[src/rtl/uasmd_pkg.sv]
package uasmd_pkg;

    localparam int DATA_W  = 32;
    localparam int RES_W   = 64;
    localparam int CMD_W   = 2;
    localparam int WIDTH_D = 32;

    typedef enum logic [CMD_W-1:0] {
        CMD_ADD = 2'd0,
        CMD_SUB = 2'd1,
        CMD_MUL = 2'd2,
        CMD_DIV = 2'd3
    } cmd_t;

    // one pipeline slot
    typedef struct packed {
        logic              valid;
        cmd_t              cmd;
        logic [DATA_W-1:0] rem;
        logic [DATA_W-1:0] aq;
        logic [DATA_W-1:0] divisor;
        logic [RES_W-1:0]  res;
    } stage_t;

endpackage

[src/rtl/uasmd_div_step.sv]
module uasmd_div_step
    import uasmd_pkg::*;
#(
    parameter int WIDTH = WIDTH_D
)
(
    input  logic   clk,
    input  logic   rst_n,
    input  logic   en,
    input  stage_t stage_in,
    output stage_t stage_out
);

    logic [WIDTH:0] trial;
    logic [WIDTH:0] diff;
    logic           ge;
    stage_t         stage_reg;
    stage_t         stage_next;

    // shift in next dividend bit, try subtracting divisor
    assign trial = {stage_in.rem[WIDTH-1:0], stage_in.aq[WIDTH-1]};
    assign diff  = trial - {1'b0, stage_in.divisor[WIDTH-1:0]};
    assign ge    = trial >= {1'b0, stage_in.divisor[WIDTH-1:0]};

    always_comb
    begin
        stage_next     = stage_in;
        stage_next.rem = ge ? DATA_W'(diff[WIDTH-1:0]) : DATA_W'(trial[WIDTH-1:0]);
        stage_next.aq  = DATA_W'({stage_in.aq[WIDTH-2:0], ge});
    end

    always_ff @(posedge clk or negedge rst_n)
    begin
        if (!rst_n)
        begin
            stage_reg <= '0;
        end
        else if (en)
        begin
            stage_reg <= stage_next;
        end
    end

    assign stage_out = stage_reg;

endmodule

[config.mk]
export PLATFORM = sky130hd
export DESIGN_NAME = uasmd_div_step
export DESIGN_NICKNAME = d
export VERILOG_FILES = /design/src/rtl/uasmd_pkg.sv /design/src/rtl/uasmd_div_step.sv
export SDC_FILE = /design/constraint.sdc
export NUM_CORES = 1
export LEC_CHECK = 0
export ABC_AREA = 1
export BUFFER_PORTS_ARGS = -buffer_cell sky130_fd_sc_hd__buf_2
export CORE_MARGIN = 1
export CORE_UTILIZATION = 40
export DETAILED_ROUTE_END_ITERATION = 8
export PLACE_DENSITY = 0.75
export SLEW_MARGIN = 20
export SYNTH_ARGS = -nofsm -noshare
export SYNTH_HDL_FRONTEND = slang
export SYNTH_SLANG_ARGS = --single-unit
[constraint.sdc]
create_clock -name clk -period 0.8 [get_ports clk]
set_input_delay 0.12 -clock clk [delete_from_list [all_inputs] [get_ports clk]]
set_output_delay 0.12 -clock clk [all_outputs]
set_load 0.1 [all_outputs]
# Word level (Yosys, flattened, before mapping)
# Cells that the tools add are included.
# W data, S select, Z words.
dict set report word_totals {
  ff_bits 163
  latch_bits 0
  ram_bits 0
  romBits 0
  output_inout_bits 163
  word_cells 9
  memories 0
}
dict set report classes {
  add_sub_neg 1
  n_mul 0
  n_div 0
  magnitude_cmp 1
  eq_ne 0
  shifts 0
  mux 1
  n_bitwise 0
  reduce_logical 0
}
# operator count
set op_table {}
lappend op_table {{$ge A33 B32 Y1} 1}
lappend op_table {{$mux W32} 1}
lappend op_table {{$sub A32 B32 Y32} 1}

# Depth between registers and ports, before layout
dict set report depth {
  ltp_word 2
  mapped_depth 17
  ltp_nobuf 16
}

# Least setup slack after synthesis
# OpenSTA, ideal clock, no wires.
dict set report synth_path {
  path_kind {in2reg}
  startpoint {in stage_in[71] (netlist name)}
  endpoint {reg stage_reg, in the netlist stage_out[158]}
  setup_ns 0.120
  arrival_ns 1.536
  t_required_ns 0.680
  path_slack_ns -0.856
  path_stages 17
  n_path_buf 1
  path_cell_list {inv_1 > ha_1 > nand2_1 > inv_1 > nand2_1 > nand2_1 > inv_2 > nand3_2 > nand2_2 > nand2_2 > nand2_4 > buf_6 > nand3_2 > nand2_1 > clkinv_1 > nand2_1 > nand2_1}
}
dict set report synth_via {
  elab_chain_cells 2
  elab_cells_between_ends 3
  cone_classes {add/sub: 1; order compare: 1; mux: 1}
}
# item line
set synth_rtl {}
lappend synth_rtl {{start, declared} uasmd_div_step.sv:10} ;# input stage_t stage_in,
lappend synth_rtl {{$sub A32 B32 Y32 or $ge A33 B32 Y1 (tied branches)} {uasmd_div_step.sv:22, uasmd_div_step.sv:23}}
lappend synth_rtl {{$mux W32 *} uasmd_div_step.sv:28} ;# stage_next.rem = ge ? DATA_W'(diff[WIDTH-1:0]) : DATA_W'(trial[WIDTH-1:0]);
lappend synth_rtl {{end signal, assigned} uasmd_div_step.sv:40} ;# stage_reg <= stage_next;
lappend synth_rtl {{end, declared} uasmd_div_step.sv:17} ;# stage_t stage_reg;
# Every way passes the cells marked *; elsewhere a longest branch is shown, timed or not.
# A chain may end at the register's enable or synchronous reset.

# Final worst setup path
dict set report layout_path {
  startpoint {in stage_in[84] (netlist name)}
  endpoint {reg stage_reg, in the netlist stage_out[141]}
}
dict set report layout_via {
  elab_chain_cells 2
}
# item line
set layout_rtl {}
lappend layout_rtl {{$ge A33 B32 Y1} uasmd_div_step.sv:23} ;# assign ge = trial >= {1'b0, stage_in.divisor[WIDTH-1:0]};
lappend layout_rtl {{$mux W32} uasmd_div_step.sv:28}
# No other way between the ends.

==> results by group <==
Status
  – Outcome: complete, but fails checks
  – Failing checks: negative setup slack

Placement
  – # port buffers: 328
  – Pre-CTS WS: -1.20 ns
  – Placed cell areas: 0.0155 mm2
  – Routability cong.: 0.915
  – Dpl hpwl: 26900 um

Yosys
  – Yosys top cell area share: 44.1%
  – Yosys warns: 0
  – Synth cell types: 34
  – Largest cells by area after synthesis: dfrtp_1 (44%), nand2_1 (27%), inv_1 (6.2%), ha_1 (4.3%), nand3_1 (3.1%)
  – EDFF count, synth: 0
  – Synth top cells by count: nand2_1 (667), dfrtp_1 (163), inv_1 (153), nand3_1 (58), nor2_1 (35)
  – Mux share of post-synthesis cell area: 0%
  – Netlist Area Pre-Place: 0.00924 mm2
  – Synth Area in XOR/XNOR: 1.33%
  – Mapped Cells: 1304
  – FFs w/ async S/R, synth: 100%
  – Yosys reg bits: 163
  – Most frequent cell after synthesis: nand2_1
  – Synth Area in Adders: 4.55%
  – Most used flip-flop cell after synthesis: dfrtp_1
  – Synth area leader: dfrtp_1
  – Simple-gate share of the synthesized area: 37.6%
  – Syn_area_per_cell: 7.09 um2
  – Syn nets: 1503
  – Post-synthesis compound-gate area fraction: 3.37%
  – Largest family of logic cells by synthesized area: simple AND/OR/NAND/NOR gates
  – Sequential area share after synthesis: 44.1%

Routing
  – DRT Wirelength: 44800 um
  – Drc violations: 0
  – Routed wire length per instance: 20.1 um
  – DR pass1 iterations: 6
  – Via density: 5.26
  – ANT nets after route: 0
  – Iteration-0 DRC Markers: 930
  – Total number of vias: 11739

Timing
  – Clk_skew: 0 ns
  – Slew headroom: 74.3%
  – Worst hold slack: 0.00884 ns
  – Fmax: 643 MHz
  – Max Slew Vio Count: 0
  – Setup slack after layout: -0.755 ns
  – Final min period: 1.56 ns
  – TNS Setup: -81.25 ns
  – Finish-stage setup viols: 207
  – Hold Vio Cnt, Final: 0
  – Tightest Pin Transition: 0.385 ns
  – Fin crit share: 194%
  – RSZ-0062 raised after global routing: yes

Floorplanning
  – Core Box Area: 0.0226 mm2
  – Die area: 0.0237 mm2
  – Boundary Pins: 329
  – Number of cell rows: 55
  – Initial Util: 40.8%
  – Die Height: 154 um
  – Die X: 154 um

Pwr
  – P per Cell Area: 1980 mW/mm2
  – Sequential power share: 27.9%
  – Combinational share of power: 49.3%
  – Maximum vdd drop: 1360 uV
  – Switching Fraction: 44.6%
  – Net Sw Power: 16.6 mW
  – Clk pwr share: 22.8%
  – Internal Dissipation: 20.6 mW
  – Leak: 9.44 nW

Min path
  – HP Class: in2reg

Worst setup path
  – Top Family by Delay on Critical Path: simple AND/OR/NAND/NOR gates
  – Most used cell, CP: buf_12
  – CP max stage delay: 0.21 ns
  – Worst path cell trace: buf_8 > inv_6 > ha_4 > buf_12 > nand2_8 > inv_2 > nand2_2 > nand2_4 > a21oi_4 > nor2_4 > nor2_8 > buf_12 > buf_12 > nand2_8 > nand2_4 > nand3_2 > nand2_1
  – CP endpoint kind: flop
  – Critical path capture point: stage_out[141]$_DFFE_PN0P_
  – Worst path required time: 1.16 ns
  – WP data arrival: 1.92 ns
  – Reg-to-reg endpoint: stage_out[58]$_DFFE_PN0P_
  – WP buf/inv: 6
  – CP max stage cell: ha_4
  – Critical Path Source: stage_in[84]
  – Worst setup SP type: input port
  – Reg2reg setup slack: -0.10 ns
  – Crit path kind: in2reg
  – WP depth: 17
  – Crit Path Max Fanout: 8
  – Reg2reg path depth: 3
  – Reg2reg start: stage_out[58]$_DFFE_PN0P_

Global routing
  – Vias in the first global route: 11818
  – Largest net degree at the start of global routing: 46
  – Initial antenna violation count: 5
  – First-pass GRT wire length: 63300 um
  – Gr usage total: 34.8%
  – Grt ovf: 0

CTS
  – Clk slew on worst S/H paths: 0.07 ns
  – Clk_lat worst skew: 0.43 ns
  – Clock sinks: 163
  – H-tree lvl count: 4
  – Root Driver: clkbuf_16
  – Clock Path Buffers: 2
  – CTS tree: done
  – Cts bufs inserted: 17

Finish
  – Area grow syn2layout: 103%
  – Final instance area: 0.0187 mm2
  – Filler cells: 1138
  – Layout cell share with drive strength beyond 1: 50.3%
  – Number of flip-flops in the largest register: 163
  – Final layout net count: 2128

Flow run
  – Max cap viols: 0
metrics by stage:
stage	cells	power, mW	utilization (%)
2_1_floorplan	1304	19.6	-
3_3_place_gp	2017	26.3	68.4
3_5_place_dp	2017	26.6	68.4
4_1_cts	2192	35.8	78.9
5_1_grt	2230	38.3	82.7
6_report	2233	37.1	82.7
per-layer routing:
metal  global-route usage (%)  vias to the layer above  part of all wire (%)
met5                        0                        -                     0
met4                     22.1                        0                   7.6
met3                     6.74                      246                   6.2
met2                     62.6                      658                    50
met1                     37.3                     5620                    36
li1                         -                     5215                     -
worst min-delay path by stage:
stage	startpoint	to	slack [ns]	depth (start not counted)
floorplan	rst_n	stage_out[0]$_DFFE_PN0P_	-0.18	0
global placement	rst_n	stage_out[154]$_DFFE_PN0P_	-0.006	1
detailed placement	rst_n	stage_out[154]$_DFFE_PN0P_	-0.009	1
CTS	stage_in[81]	stage_out[81]$_DFFE_PN0P_	0.002	3
global route	en	stage_out[150]$_DFFE_PN0P_	0.002	3
finish	stage_in[91]	stage_out[91]$_DFFE_PN0P_	0.009	3
tightest hold or removal path, stage by stage:
cell and delay [ns]:
buf_2 0.10, inv_2 0.07, o21ai_0 0.10
cells in the final DEF (no fill, tap or decap), types with 19 or more instances in the layout:
cell type,count
nand2_1,572
buf_12,185
dfrtp_2,162
buf_4,158
buf_2,149
dlygate4sd3_1,123
inv_1,117
nand2_2,73
nand3_2,40
inv_2,33
ha_4,31
o21ai_0,27
nand3_1,27
nand2_4,26
nand3b_1,26
nor2_1,24
buf_6,24
clkbuf_16,19
power groups by stage:
stage / Clock (mW) / Sequential [mW] / Combinational, mW
floorplan: 0 / 16.4 / 3.21
global placement: 0 / 10.4 / 15.9
detailed placement: 0 / 10.5 / 16.1
CTS: 8.45 / 10.3 / 17.1
global route: 8.90 / 10.5 / 18.9
finish: 8.47 / 10.4 / 18.3
kinds of logic (layout without fill, tap and decap cells):
family | after synthesis | count (layout)
AOI/OAI and AO/OA | 58 | 58
xor gates and xnor gates | 14 | 14
adders and majority gates | 33 | 33
buffers and inverters | 207 | 840
DFF | 163 | 163
other | 0 | 6
and+or+nand+nor | 829 | 834
final cells by class:
| type | count | area [um2] | share of cell area [%] |
|---|---|---|---|
| clock buffers | 18 | 439 | 2.35 |
| multi-input cells | 939 | 5540 | 29.6 |
| repair buffers | 646 | 7270 | 38.9 |
| clock inverters | 14 | 159 | 0.849 |
| well taps | 285 | 357 | 1.90 |
| inverters | 162 | 652 | 3.48 |
| diodes | 6 | 15.0 | 0.0802 |
| flip-flops and latches | 163 | 4290 | 22.9 |
timing repair:
item                                   CTS  global route
setup buffers                           15            33
hold buffers                           122             1
resized for setup                       73           146
gates cloned                             6             3
pin swaps                               38            78
endpoints found under the hold margin  284             1
setup endpoints to repair              196           200
No activity file was read; power rests on OpenSTA's default activity.
