===== src/rtl/uasmd_pkg.sv =====
package uasmd_pkg;

    localparam int DATA_W  = 32;
    localparam int RES_W   = 64;
    localparam int CMD_W   = 2;
    localparam int WIDTH_D = 32;

    typedef enum logic [CMD_W-1:0] {
        CMD_ADD = 2'd0,
        CMD_SUB = 2'd1,
        CMD_MUL = 2'd2,
        CMD_DIV = 2'd3
    } cmd_t;

    // one pipeline slot
    typedef struct packed {
        logic              valid;
        cmd_t              cmd;
        logic [DATA_W-1:0] rem;
        logic [DATA_W-1:0] aq;
        logic [DATA_W-1:0] divisor;
        logic [RES_W-1:0]  res;
    } stage_t;

endpackage


===== src/rtl/uasmd_front.sv =====
module uasmd_front
    import uasmd_pkg::*;
#(
    parameter int WIDTH = WIDTH_D
)
(
    input  logic              clk,
    input  logic              rst_n,
    input  logic              en,
    input  logic              valid,
    input  logic [CMD_W-1:0]  cmd,
    input  logic [DATA_W-1:0] operand_a,
    input  logic [DATA_W-1:0] operand_b,
    output stage_t            stage
);

    localparam logic [DATA_W-1:0] MASK = DATA_W'((65'd1 << WIDTH) - 65'd1);

    logic [DATA_W-1:0] a_m;
    logic [DATA_W-1:0] b_m;
    logic [DATA_W-1:0] diff;
    logic [DATA_W:0]   sum;
    logic [RES_W-1:0]  prod;
    cmd_t              op;
    stage_t            stage_reg;
    stage_t            stage_next;

    assign a_m  = operand_a & MASK;
    assign b_m  = operand_b & MASK;
    assign op   = cmd_t'(cmd);
    assign sum  = {1'b0, a_m} + {1'b0, b_m};
    assign diff = (a_m - b_m) & MASK;
    assign prod = RES_W'(a_m) * RES_W'(b_m);

    always_comb
    begin
        stage_next.valid   = valid;
        stage_next.cmd     = op;
        stage_next.rem     = '0;
        stage_next.aq      = a_m;
        stage_next.divisor = b_m;
        unique case (op)
            CMD_ADD: stage_next.res = RES_W'(sum);
            CMD_SUB: stage_next.res = RES_W'(diff);
            CMD_MUL: stage_next.res = prod;
            CMD_DIV: stage_next.res = '0;
        endcase
    end

    always_ff @(posedge clk or negedge rst_n)
    begin
        if (!rst_n)
        begin
            stage_reg <= '0;
        end
        else if (en)
        begin
            stage_reg <= stage_next;
        end
    end

    assign stage = stage_reg;

endmodule


===== config.mk =====
export PLATFORM = sky130hd
export DESIGN_NAME = uasmd_front
export DESIGN_NICKNAME = d
export VERILOG_FILES = /design/src/rtl/uasmd_pkg.sv /design/src/rtl/uasmd_front.sv
export SDC_FILE = /design/constraint.sdc
export NUM_CORES = 2
export LEC_CHECK = 0
export BUFFER_PORTS_ARGS = -buffer_cell sky130_fd_sc_hd__buf_2
export CORE_MARGIN = 4
export CORE_UTILIZATION = 54
export DETAILED_ROUTE_END_ITERATION = 10
export PLACE_DENSITY = 0.72
export SYNTH_ARGS = -nofsm -noshare
export SYNTH_HDL_FRONTEND = slang
export SYNTH_SLANG_ARGS = --single-unit

===== constraint.sdc =====
create_clock -name clk -period 0.9 [get_ports clk]
set_input_delay 0.135 -clock clk [delete_from_list [all_inputs] [get_ports clk]]
set_output_delay 0.135 -clock clk [all_outputs]
set_load 0.01 [all_outputs]

=== Word-level counts from Yosys, hierarchy flattened ===
Cells that the tools add are included.

* Register bits: 131
* Bits in latches: 0
* Memory bits (writable): 0
* Memory bits (read-only): 0
* Memories: 0

* Add/subtract/negate cells: 2
* Multiply operators: 1
* Div/mod/pow operators: 0
* $lt $le $gt $ge: 0
* Equal/unequal tests: 3
* Shift-type cells: 0
* Multiplexer cells: 1
* Bitwise operators: 0
* Reduce and logical (&&, ||, !) cells: 1

{| class="wikitable"
|+ Operators by type and width
! operator !! number
|-
| $pmux W64 S4 || 1
|-
| $mul A32 B32 Y64 || 1
|-
| $add A32 B32 Y33 || 1
|-
| $sub A32 B32 Y32 || 1
|-
| $eq A2 B2 Y1 const B || 2
|-
| $eq A2 B1 Y1 const B || 1
|-
| $logic_not A2 Y1 || 1
|}

=== Longest topological paths before layout ===
* Depth after elaboration: 2
* Mapped depth: 28
* Gate-level depth less buffers: 26

=== Worst setup path after synthesis ===
No wires, ideal clock.

* Path kind: input -> register
* From: input port operand_b[10]
* To: register stage_reg (netlist bit stage[63])
* Library setup time: 0.090 ns
* Data arrival time: 6.843 ns
* Data required time: 0.810 ns
* Path slack: -6.033 ns
* Stages: 23
* Buffers on the path: 2
* Cells stage by stage: clkbuf_1 -> and2_1 -> fa_1 -> fa_1 -> inv_1 -> fa_1 -> fa_1 -> inv_1 -> fa_1 -> fa_1 -> fa_1 -> fa_1 -> ha_1 -> buf_2 -> a21o_1 -> o21bai_1 -> or3_1 -> o2111a_1 -> a31oi_1 -> o21ai_1 -> o2111ai_1 -> mux2_2 -> o221ai_1

* Cells in the longest elaborated chain, start to end: 2

{| class="wikitable"
|+ Ends and longest elaborated chain
! item !! RTL line !! RTL
|-
| start, declared || uasmd_front.sv:13 || <nowiki>input logic [DATA_W-1:0] operand_b,</nowiki>
|-
| $mul A32 B32 Y64 || uasmd_front.sv:33 || <nowiki>assign prod = RES_W'(a_m) * RES_W'(b_m);</nowiki>
|-
| $pmux W64 S4 || uasmd_front.sv:42 || <nowiki>unique case (op)</nowiki>
|-
| end signal, assigned || uasmd_front.sv:58 || <nowiki>stage_reg <= stage_next;</nowiki>
|-
| end, declared || uasmd_front.sv:25 || <nowiki>stage_t stage_reg;</nowiki>
|}

No other way between the ends.
A chain may end at the register's enable or synchronous reset.

=== Worst setup path in the final report ===
* From: input port operand_b[3]
* To: register stage_reg (netlist bit stage[61])

The elaborated chain is that of the path after synthesis.

==> impl_metrics.xml <==
<?xml version="1.0" encoding="UTF-8"?>
<metrics>
  <group name="run_status">
    <metric name="failed_checks" unit="">setup timing</metric>
    <metric name="outcome" unit="">complete, but fails checks</metric>
  </group>
  <group name="critical_path">
    <metric name="reg2reg_setup_slack" unit="ps">-120</metric>
    <metric name="start_kind" unit="">input pin</metric>
    <metric name="cp-end-kind" unit="">register</metric>
    <metric name="worstPathRequired" unit="ps">1300</metric>
    <metric name="critical_path_arrival" unit="ps">7170</metric>
    <metric name="worstPathMaxFanout" unit="">6</metric>
    <metric name="timing.setup.critical_path_class" unit="">input pin to register</metric>
  </group>
  <group name="placed_design">
    <metric name="post-place-cells" unit="">6385</metric>
    <metric name="gp_congestion" unit="">0.9565</metric>
    <metric name="detailedPlacementHpwl" unit="um">117500</metric>
    <metric name="number_of_buffers_added_on_ports" unit="">200</metric>
  </group>
  <group name="flow_run">
    <metric name="timing.max_cap.violations" unit="">0</metric>
  </group>
  <group name="final_layout">
    <metric name="fin_nets" unit="">6753</metric>
    <metric name="layoutNonFillerInstCount" unit="">6519</metric>
    <metric name="post_route_cells_drive_above_1_share" unit="%">30.18</metric>
    <metric name="syn_to_final_growth" unit="%">31.16</metric>
    <metric name="postLayoutCoreUtil" unit="%">71.32</metric>
    <metric name="number_of_flip_flops_under_the_largest_register_name" unit="">131</metric>
  </group>
  <group name="synthesis">
    <metric name="synth-seq-area-share" unit="%">7.795</metric>
    <metric name="async_reset_ff_share" unit="%">100.0</metric>
    <metric name="synth_cell_types" unit="">80</metric>
    <metric name="post_synth_inst_count" unit="">4628</metric>
    <metric name="edff_count_synth" unit="">0</metric>
    <metric name="synthesis.area_per_instance" unit="um2">9.087</metric>
    <metric name="postSynth.topFlopCell" unit="">dfrtp_1</metric>
    <metric name="syn_area" unit="mm2">0.04206</metric>
    <metric name="synth_warnings" unit="">0</metric>
    <metric name="synth_seq_cells" unit="">131</metric>
  </group>
  <group name="floorplanning">
    <metric name="placement_rows" unit="">102</metric>
    <metric name="start_util" unit="%">54.38</metric>
    <metric name="top_level_ports" unit="">233</metric>
    <metric name="die_height" unit="um">287.1</metric>
    <metric name="die_area" unit="mm2">0.08241</metric>
    <metric name="die_extent_in_x" unit="um">287.1</metric>
    <metric name="core_area" unit="mm2">0.07734</metric>
  </group>
  <group name="grt">
    <metric name="globalRoute.totalOverflow" unit="">0</metric>
    <metric name="number_of_global_route_vias_before_repair" unit="">39913</metric>
    <metric name="grt_first_pass_wirelength" unit="um">227400</metric>
    <metric name="antenna_found_initial" unit="">13</metric>
    <metric name="maximum_number_of_pins_on_one_net_before_global_route_repair" unit="">37</metric>
    <metric name="gr-usage-all-layers" unit="%">36.21</metric>
  </group>
  <group name="cts">
    <metric name="cts_htree_levels" unit="">4</metric>
    <metric name="tritoncts_num_sinks" unit="">131</metric>
    <metric name="maximum_clock_insertion_buffer_count" unit="">2</metric>
    <metric name="cts_made_buffers" unit="">17</metric>
    <metric name="root_buffer" unit="">clkbuf_16</metric>
    <metric name="clkLatencyLatePin" unit="ps">450</metric>
    <metric name="clkTransAtPathRegs" unit="ps">80</metric>
    <metric name="cts_tree" unit="">yes</metric>
  </group>
  <group name="sta">
    <metric name="postLayoutSetupSlackWorst" unit="ps">-5864</metric>
    <metric name="timing.fmax" unit="GHz">0.1478</metric>
    <metric name="tightest_slew" unit="ps">484.8</metric>
    <metric name="timing.max_slew.rel_slack" unit="%">67.27</metric>
    <metric name="final-setup-viol-count" unit="">196</metric>
    <metric name="time_the_worst_path_needs_with_i_o_delays_and_setup" unit="ps">6764</metric>
    <metric name="final_max_slew_viol_count" unit="">0</metric>
    <metric name="clock-skew-final" unit="ps">0</metric>
    <metric name="layout_worst_path_cycle_share" unit="%">751.6</metric>
    <metric name="fin_hold_ws" unit="ps">68.56</metric>
    <metric name="grt_setup_unrepaired" unit="">true</metric>
    <metric name="hold_viol_final" unit="">0</metric>
  </group>
  <group name="routing">
    <metric name="routed_via_density" unit="">5.639</metric>
    <metric name="drtIter0Drc" unit="">2688</metric>
    <metric name="tritonroute_pass_1_iters" unit="">9</metric>
    <metric name="routed_vias" unit="">36761</metric>
    <metric name="drc" unit="">0</metric>
    <metric name="wirelength" unit="um">148000</metric>
    <metric name="post_drt_wl_per_cell" unit="um">22.71</metric>
    <metric name="final_antenna_net_count" unit="">0</metric>
  </group>
  <group name="hold_path">
    <metric name="worst_hold_path_type" unit="">input pin to async pin</metric>
  </group>
</metrics>
final timing paths:
path                               from          to  cells after the start
setup / recovery           operand_b[3]   stage[61]                     25
hold / removal                    rst_n   stage[50]                      2
setup reg to reg              stage[57]   stage[57]                      3
hold reg to reg               stage[13]   stage[13]                      1
max in group asynchronous         rst_n   stage[80]                      3
min in group clk                 cmd[1]  stage[161]                      2
cells by family after synthesis:
kind of cell | Yosys count | share of synthesized area, %
other cells | 1 | 0.008917
compound gates | 532 | 8.554
mux | 73 | 1.940
simple gates | 1327 | 15.90
xor+xnor | 90 | 1.874
flops | 131 | 7.795
fa+ha+maj | 1225 | 52.46
buf+inv | 1249 | 11.48
per-layer routing:
layer / track usage, % / vias up / part of all wire, %
met5: 0 / - / 0.011
met4: 21.36 / 2 / 7.5
met3: 6.336 / 521 / 7.8
met2: 60.21 / 1741 / 48
met1: 44.49 / 18776 / 36
li1: - / 15721 / -
what timing repair did:
item,4_1_cts,5_1_grt
setup buffers,62,36
hold buffers,3,0
gates resized for setup,556,176
pin swaps,270,147
cloned,10,1
hold endpoints to repair,133,0
setup endpoints to repair,197,197
stage by stage:
stage	cell area, um2	TNS (ps)	worst slack, ps
floorplan	43520	-303090	-5881
global placement	50290	-379590	-6598
detailed placement	50290	-383080	-6689
CTS	54090	-342450	-5780
global route	55160	-358690	-5999
finish	55160	-347330	-5864
layout make-up:
| cell class | count | area (um2) |
|---|---|---|
| multi-input cells | 3279 | 36880 |
| fillers | 5545 | 22180 |
| repair buffers | 1084 | 9529 |
| inverters | 945 | 3570 |
| flip-flops and latches | 131 | 3278 |
| well taps | 1040 | 1301 |
| clock buffers | 17 | 425.4 |
| clock inverters | 15 | 155.1 |
| diodes | 8 | 20.02 |
critical path, cell delays in order:
cell and delay, ps:
buf_12 120, buf_12 130, and2_4 150, fa_1 470, inv_1 50, fa_1 510
fa_1 470, fa_1 590, inv_2 50, fa_1 490, fa_1 570, fa_1 430
fa_1 520, ha_4 320, buf_6 110, nand4_1 160, buf_4 190, a2111o_1 350
a211o_4 390, a21oi_2 150, buf_6 150, nor2_4 50, o31ai_2 200, xor2_1 230
a22o_1 160
cell usage in the layout (no fill, tap or decap), drive strengths merged, types with 8 or more instances in the layout:
cell type and instances:
inv 950, ha 328, a21o 41, nor4 11, xnor2 60, a211oi 17, nor2 135, buf 1071
a21oi 155, or3 8, o21a 33, diode 8, a221oi 9, mux2 68, xor2 30, o21bai 31
o21ai 87, nand3 34, a22o 20, conb 32, nand4 22, clkbuf 22, dfrtp 131, nand2b 16
nor2b 11, nand2 495, o211ai 8, fa 897, a31oi 17, and2 542, a221o 10, nor3 17
o221ai 22, and3 19, o31ai 17
cell usage after synthesis (7+ instances only):
master    instances  share of area (%)
inv_1           939                8.4
fa_1            897                 43
and2_1          542                8.1
nand2_1         495                4.4
ha_1            328                9.8
clkbuf_1        257                2.3
a21oi_1         151                1.8
nor2_1          135                1.2
dfrtp_1         131                7.8
o21ai_0          80               0.95
mux2_2           68                1.8
xnor2_1          60                1.2
a21o_1           41               0.73
nand3_1          34               0.40
buf_4            33               0.59
o21a_1           33               0.59
o21bai_1         31               0.55
xor2_1           30               0.62
nand4_1          22               0.33
o221ai_1         22               0.46
a22o_1           20               0.42
and3_1           19               0.28
nor3_1           17               0.20
a31oi_1          16               0.24
nand2b_1         16               0.24
a211oi_1         15               0.27
o31ai_1          15               0.27
buf_2            11               0.13
nor2b_1          11               0.16
nor4_1           11               0.16
a221o_1          10               0.24
a221oi_1          9               0.19
o211ai_1          8               0.14
or3_1             8               0.12
o22ai_1           7               0.10
Power is not shown: default switching activity piles up to over one toggle a cycle in this logic, so the estimate is an artifact.
